File: src/rtl/core/bcc_pkg.sv
// bcc_pkg: shared constants and controller/datapath types for the binomial/catalan block
`timescale 1ns / 1ps

package bcc_pkg;

    localparam int unsigned VAL_W   = 128;
    localparam int unsigned HALF_W  = 64;
    localparam int unsigned IDX_W   = 7;
    localparam int unsigned CNT_W   = 6;
    localparam int unsigned DIGIT_W = 8;
    localparam int unsigned STEPS   = VAL_W / DIGIT_W;
    localparam int unsigned STEP_W  = $clog2(STEPS);

    localparam logic [IDX_W-1:0] MAX_CATALAN_INDEX = 7'd62;

    localparam logic OP_BINOMIAL = 1'b0;
    localparam logic OP_CATALAN  = 1'b1;

    localparam logic [1:0] ST_OK      = 2'd0;
    localparam logic [1:0] ST_K_GT_N  = 2'd1;
    localparam logic [1:0] ST_RANGE   = 2'd2;

    typedef struct packed {
        logic load;        // capture a new request
        logic mul;         // value <= value * (top - i), top being n or 2n for catalan
        logic div_init;    // clear remainder and digit counter, pick divisor
        logic div_final;   // divisor is n + 1 instead of i + 1
        logic div_step;    // one radix-256 digit of the long division
        logic inc_i;       // next round of the multiplicative loop
        logic load_out;    // move finished value into the output register
    } bcc_cmd_t;

    typedef struct packed {
        logic err;         // request carries a nonzero status
        logic catalan;     // catalan request
        logic loop_done;   // all rounds finished
        logic div_last;    // last digit of the division
    } bcc_sts_t;

endpackage

File: src/rtl/core/bcc_ifs.sv
// bcc_ifs: request and response channel interfaces
`timescale 1ns / 1ps

interface bcc_req_if;
    logic       valid;
    logic       ready;
    logic       operation;
    logic [6:0] n;
    logic [6:0] k;

    modport source (output valid, output operation, output n, output k, input ready);
    modport sink   (input valid, input operation, input n, input k, output ready);
endinterface

interface bcc_rsp_if;
    logic        valid;
    logic        ready;
    logic [63:0] result_low;
    logic [63:0] result_high;
    logic [1:0]  status;

    modport source (output valid, output result_low, output result_high, output status,
                    input ready);
    modport sink   (input valid, input result_low, input result_high, input status,
                    output ready);
endinterface

File: src/rtl/core/binomial_catalan_calculator.sv
// binomial_catalan_calculator: top level joining the controller and the datapath
//
//  channel  role  transaction contents
//  req      sink  operation (0 binomial, 1 catalan), n, k
//  rsp      src   result_low, result_high, status
//
//  an item runs r = min(k, n-k) or n rounds, then catalan divides by n + 1
//  each round is a 128x7 multiply and a radix-256 long division
//  at most 63 rounds (binomial with n up to 127); error requests skip the rounds
//  rst_n clears the state machine and the response valid flag
//  a finished result sits in the output register while the next request is taken
`timescale 1ns / 1ps

module binomial_catalan_calculator (
    input logic         clk,
    input logic         rst_n,
    bcc_req_if.sink     req,
    bcc_rsp_if.source   rsp
);
    import bcc_pkg::*;

    bcc_cmd_t cmd;
    bcc_sts_t sts;

    bcc_ctrl u_ctrl (
        .clk       (clk),
        .rst_n     (rst_n),
        .req_valid (req.valid),
        .req_ready (req.ready),
        .rsp_valid (rsp.valid),
        .rsp_ready (rsp.ready),
        .cmd       (cmd),
        .sts       (sts)
    );

    bcc_datapath u_datapath (
        .clk         (clk),
        .cmd         (cmd),
        .sts         (sts),
        .operation   (req.operation),
        .n           (req.n),
        .k           (req.k),
        .result_low  (rsp.result_low),
        .result_high (rsp.result_high),
        .status      (rsp.status)
    );

endmodule

File: src/rtl/core/bcc_ctrl.sv
// bcc_ctrl: sequencing state machine for the multiply/divide rounds
`timescale 1ns / 1ps

module bcc_ctrl (
    input  logic              clk,
    input  logic              rst_n,
    input  logic              req_valid,
    output logic              req_ready,
    output logic              rsp_valid,
    input  logic              rsp_ready,
    output bcc_pkg::bcc_cmd_t cmd,
    input  bcc_pkg::bcc_sts_t sts
);
    import bcc_pkg::*;

    typedef enum logic [4:0] {
        S_IDLE = 5'b00001,
        S_LOOP = 5'b00010,
        S_DIV  = 5'b00100,
        S_FDIV = 5'b01000,
        S_DONE = 5'b10000
    } state_t;

    state_t state_reg, state_next;
    logic   out_valid_reg, out_valid_next;
    logic   out_free;

    assign out_free  = !out_valid_reg || rsp_ready;
    assign req_ready = (state_reg == S_IDLE);
    assign rsp_valid = out_valid_reg;

    always_comb
    begin
        state_next = state_reg;
        cmd        = '0;
        unique case (state_reg)
            S_IDLE:
            begin
                if (req_valid)
                begin
                    cmd.load   = 1'b1;
                    state_next = S_LOOP;
                end
            end
            S_LOOP:
            begin
                if (sts.err || sts.loop_done)
                begin
                    if (sts.catalan && !sts.err)
                    begin
                        cmd.div_init  = 1'b1;
                        cmd.div_final = 1'b1;
                        state_next    = S_FDIV;
                    end
                    else
                    begin
                        state_next = S_DONE;
                    end
                end
                else
                begin
                    cmd.mul      = 1'b1;
                    cmd.div_init = 1'b1;
                    state_next   = S_DIV;
                end
            end
            S_DIV:
            begin
                cmd.div_step = 1'b1;
                if (sts.div_last)
                begin
                    cmd.inc_i  = 1'b1;
                    state_next = S_LOOP;
                end
            end
            S_FDIV:
            begin
                cmd.div_step = 1'b1;
                if (sts.div_last)
                begin
                    state_next = S_DONE;
                end
            end
            S_DONE:
            begin
                if (out_free)
                begin
                    cmd.load_out = 1'b1;
                    state_next   = S_IDLE;
                end
            end
            default:
            begin
                state_next = S_IDLE;
            end
        endcase
    end

    always_comb
    begin
        out_valid_next = out_valid_reg;
        if (cmd.load_out)
        begin
            out_valid_next = 1'b1;
        end
        else if (rsp_ready)
        begin
            out_valid_next = 1'b0;
        end
    end

    always_ff @(posedge clk or negedge rst_n)
    begin
        if (!rst_n)
        begin
            state_reg     <= S_IDLE;
            out_valid_reg <= 1'b0;
        end
        else
        begin
            state_reg     <= state_next;
            out_valid_reg <= out_valid_next;
        end
    end

endmodule

File: src/rtl/core/bcc_datapath.sv
// bcc_datapath: 128-bit value register, small multiplier, radix-256 divider, output register
`timescale 1ns / 1ps

module bcc_datapath (
    input  logic                     clk,
    input  bcc_pkg::bcc_cmd_t        cmd,
    output bcc_pkg::bcc_sts_t        sts,
    input  logic                     operation,
    input  logic [6:0]               n,
    input  logic [6:0]               k,
    output logic [63:0]              result_low,
    output logic [63:0]              result_high,
    output logic [1:0]               status
);
    import bcc_pkg::*;

    logic [VAL_W-1:0]   val_reg, val_next;
    logic [IDX_W-1:0]   top_reg;       // n, or 2n for catalan
    logic [IDX_W-1:0]   n_reg;
    logic [CNT_W-1:0]   kk_reg;
    logic [CNT_W-1:0]   i_reg, i_next;
    logic               cat_reg;
    logic [1:0]         status_reg;
    logic [IDX_W-1:0]   rem_reg, rem_next;
    logic [IDX_W-1:0]   div_reg;
    logic [STEP_W-1:0]  cnt_reg, cnt_next;
    logic [HALF_W-1:0]  res_lo_reg;
    logic [HALF_W-1:0]  res_hi_reg;
    logic [1:0]         res_st_reg;

    // request decode
    logic               k_gt_n;
    logic               n_range;
    logic [IDX_W-1:0]   n_minus_k;
    logic [IDX_W-1:0]   kk_bin;
    logic [1:0]         st_in;

    // arithmetic
    logic [IDX_W-1:0]   mult;
    logic [VAL_W-1:0]   prod;
    logic [DIGIT_W-1:0] q_digit;
    logic [IDX_W-1:0]   r_step;
    logic [IDX_W:0]     trial;

    always_comb
    begin
        k_gt_n    = (k > n);
        n_range   = (n > MAX_CATALAN_INDEX);
        n_minus_k = n - k;
        kk_bin    = (k > n_minus_k) ? n_minus_k : k;
        if (operation == OP_BINOMIAL)
        begin
            st_in = k_gt_n ? ST_K_GT_N : ST_OK;
        end
        else
        begin
            st_in = n_range ? ST_RANGE : ST_OK;
        end
    end

    assign mult = top_reg - IDX_W'(i_reg);
    assign prod = val_reg * VAL_W'(mult);

    // eight restoring steps on the top byte; remainder stays below the divisor
    always_comb
    begin
        r_step  = rem_reg;
        q_digit = '0;
        trial   = '0;
        for (int j = 0; j < DIGIT_W; j++)
        begin
            trial = {r_step, val_reg[VAL_W-1-j]};
            if (trial >= {1'b0, div_reg})
            begin
                trial              = trial - {1'b0, div_reg};
                q_digit[DIGIT_W-1-j] = 1'b1;
            end
            r_step = trial[IDX_W-1:0];
        end
    end

    always_comb
    begin
        val_next = val_reg;
        rem_next = rem_reg;
        cnt_next = cnt_reg;
        i_next   = i_reg;
        if (cmd.load)
        begin
            val_next = (st_in == ST_OK) ? VAL_W'(1) : '0;
            i_next   = '0;
        end
        if (cmd.mul)
        begin
            val_next = prod;
        end
        if (cmd.div_init)
        begin
            rem_next = '0;
            cnt_next = '0;
        end
        if (cmd.div_step)
        begin
            val_next = {val_reg[VAL_W-DIGIT_W-1:0], q_digit};
            rem_next = r_step;
            cnt_next = cnt_reg + STEP_W'(1);
        end
        if (cmd.inc_i)
        begin
            i_next = i_reg + CNT_W'(1);
        end
    end

    always_ff @(posedge clk)
    begin
        val_reg <= val_next;
        rem_reg <= rem_next;
        cnt_reg <= cnt_next;
        i_reg   <= i_next;
        if (cmd.load)
        begin
            n_reg      <= n;
            cat_reg    <= operation;
            status_reg <= st_in;
            if (operation == OP_CATALAN)
            begin
                top_reg <= {n[IDX_W-2:0], 1'b0};
                kk_reg  <= n[CNT_W-1:0];
            end
            else
            begin
                top_reg <= n;
                kk_reg  <= kk_bin[CNT_W-1:0];
            end
        end
        if (cmd.div_init)
        begin
            div_reg <= cmd.div_final ? (n_reg + IDX_W'(1)) : (IDX_W'(i_reg) + IDX_W'(1));
        end
        if (cmd.load_out)
        begin
            res_lo_reg <= val_reg[HALF_W-1:0];
            res_hi_reg <= val_reg[VAL_W-1:HALF_W];
            res_st_reg <= status_reg;
        end
    end

    always_comb
    begin
        sts.err       = (status_reg != ST_OK);
        sts.catalan   = (cat_reg == OP_CATALAN);
        sts.loop_done = (i_reg == kk_reg);
        sts.div_last  = (cnt_reg == STEP_W'(STEPS - 1));
    end

    assign result_low  = res_lo_reg;
    assign result_high = res_hi_reg;
    assign status      = res_st_reg;

endmodule
File: src/flat_wrapper.sv
// flat-port wrapper written by rule: the top's interface ports become plain ports
module binomial_catalan_calculator_flat import bcc_pkg::*;
  (clk, rst_n, req_valid, req_operation, req_n, req_k, req_ready, rsp_valid, rsp_result_low, rsp_result_high, rsp_status, rsp_ready);
  bcc_req_if req_i ();
  bcc_rsp_if rsp_i ();
  input logic clk;
  input logic rst_n;
  input wire logic [$bits(req_i.valid)-1:0] req_valid;
  input wire logic [$bits(req_i.operation)-1:0] req_operation;
  input wire logic [$bits(req_i.n)-1:0] req_n;
  input wire logic [$bits(req_i.k)-1:0] req_k;
  output wire logic [$bits(req_i.ready)-1:0] req_ready;
  output wire logic [$bits(rsp_i.valid)-1:0] rsp_valid;
  output wire logic [$bits(rsp_i.result_low)-1:0] rsp_result_low;
  output wire logic [$bits(rsp_i.result_high)-1:0] rsp_result_high;
  output wire logic [$bits(rsp_i.status)-1:0] rsp_status;
  input wire logic [$bits(rsp_i.ready)-1:0] rsp_ready;
  assign req_i.valid = req_valid;
  assign req_i.operation = req_operation;
  assign req_i.n = req_n;
  assign req_i.k = req_k;
  assign req_ready = req_i.ready;
  assign rsp_valid = rsp_i.valid;
  assign rsp_result_low = rsp_i.result_low;
  assign rsp_result_high = rsp_i.result_high;
  assign rsp_status = rsp_i.status;
  assign rsp_i.ready = rsp_ready;
  binomial_catalan_calculator u_core (.clk(clk), .rst_n(rst_n), .req(req_i), .rsp(rsp_i));
endmodule
File: config.mk
export PLATFORM = sky130hd
export DESIGN_NAME = binomial_catalan_calculator_flat
export DESIGN_NICKNAME = d
export VERILOG_FILES = /design/src/rtl/core/bcc_pkg.sv /design/src/rtl/core/bcc_ifs.sv /design/src/rtl/core/binomial_catalan_calculator.sv /design/src/rtl/core/bcc_ctrl.sv /design/src/rtl/core/bcc_datapath.sv /design/src/flat_wrapper.sv
export SDC_FILE = /design/constraint.sdc
export NUM_CORES = 2
export LEC_CHECK = 0
export ABC_AREA = 1
export BUFFER_PORTS_ARGS = -buffer_cell sky130_fd_sc_hd__buf_2
export CAP_MARGIN = 25
export CORE_ASPECT_RATIO = 1.1
export CORE_UTILIZATION = 46
export CTS_CLUSTER_DIAMETER = 60
export DETAILED_ROUTE_END_ITERATION = 10
export SYNTH_ARGS = -nofsm -noshare
export SYNTH_HDL_FRONTEND = slang
export SYNTH_SLANG_ARGS = --single-unit
export TNS_END_PERCENT = 5
File: constraint.sdc
create_clock -name clk -period 15.7 [get_ports clk]
set_clock_uncertainty 0.2 [all_clocks]
set_input_delay 1.57 -clock clk [delete_from_list [all_inputs] [get_ports clk]]
set_output_delay 1.57 -clock clk [all_outputs]
set_load 0.01 [all_outputs]
==> impl_metrics.toml <==
[run_status]
status = "complete, no violations"

[layout]
n_antenna_cell = 0
layout.cells.most_common = "nand2_1"
regArea_um2 = 9310
drive_above_1_share = 0.0647
layout_common_cells = "1229 x nand2_1, 894 x inv_1, 621 x fa_1"
nFillCells = 8760
fin_nets = 5944
multi_input_area_um2 = 28400
syn_to_final_growth_pct = 9.06
largest_reg_flops = 128

[synthesis]
ys.flop_type = "edfxtp_1"
ys_ff_latch = 311
syn_inst = 4986
seq_area_frac_synth = 0.224
synth_cell_types = 60
syn_area_per_cell_um2 = 8.33
ys_async_sr_fraction = 0.0193
synth_area_um2 = 41500
synth_nets = 5840
ys_warn_count = 0
synth_edf_count = 305

[setup_path]
r2r_start = "u_core.u_datapath.val_reg[127]$_DFFE_PP_"
startpoint_type = "register"
critPathSlowestCell = "fa_1"
cp.arrival_ns = 14.43
r2r_cells = 91
cp_max_fo = 11
crit_required_ns = 15.87
reg2reg_to = "u_core.u_datapath.val_reg[0]$_DFFE_PP_"
end_kind = "register"
critical_path_depth = 91
rrSetupSlack_ns = 1.44
cpLargestDelayFamily = "compound AO/OA/AOI/OAI gates"
crit_end = "u_core.u_datapath.val_reg[0]$_DFFE_PP_"
crit_top_cell = "nand2_1"
startpoint = "u_core.u_datapath.val_reg[127]$_DFFE_PP_"
critical_path_buf_inv_count = 18
cp_slowest_stage_delay_ns = 0.44
path_class = "register to register"

[drt]
drt_iter0_markers = 2665
wl_met2_um = 59100
routed_wl_um = 130000
first_pass_iters = 5
drt-met1-wl_um = 59700
wl_met3_um = 7520
drc_errors = 0
post_drt_wl_per_cell_um = 20.6
drt-vias-per-instance = 5.50
topRoutingLayerUsed = "met4"
via_count = 34700
drtAntennaViolNets = 0

[timing]
rsz0062_at_grt = "no"
fmax_ghz = 0.0701
worstMarginPinSlew_ns = 1.07
tns_ns = 0
min_period_over_period = 0.908
hold_violations = 0
slew_violations = 0
slew_headroom = 0.269
setup_violations = 0
layout_min_cycle_time_ns = 14.26

[global_route]
grt_use_total = 0.290
grt_pass1_vias = 35500
grt_pass1_wl_um = 205000
grt_overflow = 0
antenna_found_initial = 0
grt_max_degree = 72

[clock_network]
cts.sinks = 311
clkTransAtPathRegs_ns = 0.06
cts_buffer_depth = 3
cts.htree.levels = 2
tritoncts = "done"
holdBufCountCts = 0
worstSkewPairLatency_ns = 0.63
cts.root.buffer_cell = "clkbuf_16"
numCtsBuffers = 50

[floorplanning]
die_x_um = 289
start_util = 0.464
io_pins = 151
coreArea_um2 = 89500
die_y_um = 317
placementRows = 115
dieArea_um2 = 91500

[placed_design]
dpl.hpwl_um = 103000
gpl.final_weighted_congestion = 0.998
io_buffers = 150

[flow_run]
max_cap_violations = 0

[min_path]
hold_class = "register to register"
per-layer routing:
| layer | GRT usage | up-vias |
|---|---|---|
| met5 | 0 | - |
| met4 | 0.0795 | 0 |
| met3 | 0.0278 | 187 |
| met2 | 0.462 | 1099 |
| met1 | 0.423 | 17400 |
| li1 | - | 16000 |
how the worst min path moves through the flow:
stage                                              startpoint                                          end  cells after the start
finish              u_core.u_datapath.status_reg[0]$_DFFE_PP_        u_core.u_datapath.status[0]$_DFFE_PP_                      0
global route        u_core.u_datapath.status_reg[0]$_DFFE_PP_        u_core.u_datapath.status[0]$_DFFE_PP_                      0
CTS                 u_core.u_datapath.status_reg[0]$_DFFE_PP_        u_core.u_datapath.status[0]$_DFFE_PP_                      0
detailed placement  u_core.u_datapath.status_reg[0]$_DFFE_PP_        u_core.u_datapath.status[0]$_DFFE_PP_                      0
global placement    u_core.u_datapath.status_reg[1]$_DFFE_PP_        u_core.u_datapath.status[1]$_DFFE_PP_                      0
floorplan             u_core.u_datapath.val_reg[80]$_DFFE_PP_  u_core.u_datapath.result_high[16]$_DFFE_PP_                      0
stage by stage:
stage	hold slack (ns)	utilization	cells	setup WS [ns]	cell area (um^2)
2_1_floorplan	0.224	-	4986	2.85	41500
3_3_place_gp	0.229	0.487	6207	0.834	43600
3_5_place_dp	0.235	0.487	6207	0.814	43600
4_1_cts	0.250	0.506	6299	0.746	45300
5_1_grt	0.259	0.506	6300	0.0400	45300
6_report	0.259	0.506	6300	1.44	45300
what timing repair did:
action / in CTS / in global routing
endpoints found under the setup margin: 0 / 8
gates resized for setup: 0 / 13
buffers inserted: 0 / 0
cells in the mapped netlist, types with 8 or more instances:
| cell | count | area, um^2 |
|---|---|---|
| fa_1 | 622 | 12500 |
| o21a_1 | 20 | 150 |
| nand4_1 | 24 | 150 |
| a21oi_1 | 299 | 1500 |
| o22ai_1 | 94 | 588 |
| a31oi_1 | 39 | 244 |
| nand2_1 | 1229 | 4610 |
| a21o_1 | 15 | 113 |
| edfxtp_1 | 305 | 9160 |
| o211ai_1 | 20 | 150 |
| inv_1 | 900 | 3380 |
| o21ai_1 | 22 | 110 |
| buf_1 | 9 | 33.8 |
| nor3_1 | 25 | 125 |
| ha_1 | 213 | 2670 |
| nand3_1 | 80 | 400 |
| xor2_1 | 60 | 526 |
| nor4_1 | 19 | 119 |
| o21ai_0 | 220 | 1100 |
| nor2_1 | 451 | 1690 |
| clkbuf_1 | 121 | 454 |
| o21bai_1 | 11 | 82.6 |
| nand2_2 | 9 | 56.3 |
| xnor2_1 | 84 | 736 |
| or2_2 | 8 | 50.1 |
cell families after synthesis:
family / synth area share
flops: 0.224
compound gates: 0.107
fa+ha+maj: 0.364
xor+xnor: 0.0304
buf+inv: 0.0938
simple gates: 0.181
area by class of cell:
type / instances / area share
Tap cell: 1170 / 0.0323
Clock buffer: 59 / 0.0298
Sequential cell: 311 / 0.205
Multi-Input combinational cell: 3639 / 0.627
Clock inverter: 33 / 0.00737
Inverter: 904 / 0.0752
Timing Repair Buffer: 184 / 0.0224
worst register-to-register path, delay by kind of cell (launching register included):
family,cells,cell delay [ns]
compound gates,26,4.24
fa+ha+maj,9,3.28
buf+inv,18,1.79
flops,1,0.42
simple gates,38,4.10
Power is left out: the tool's default activity adds up to more than one toggle a clock period on the data nets, which glitch-free logic cannot reach.
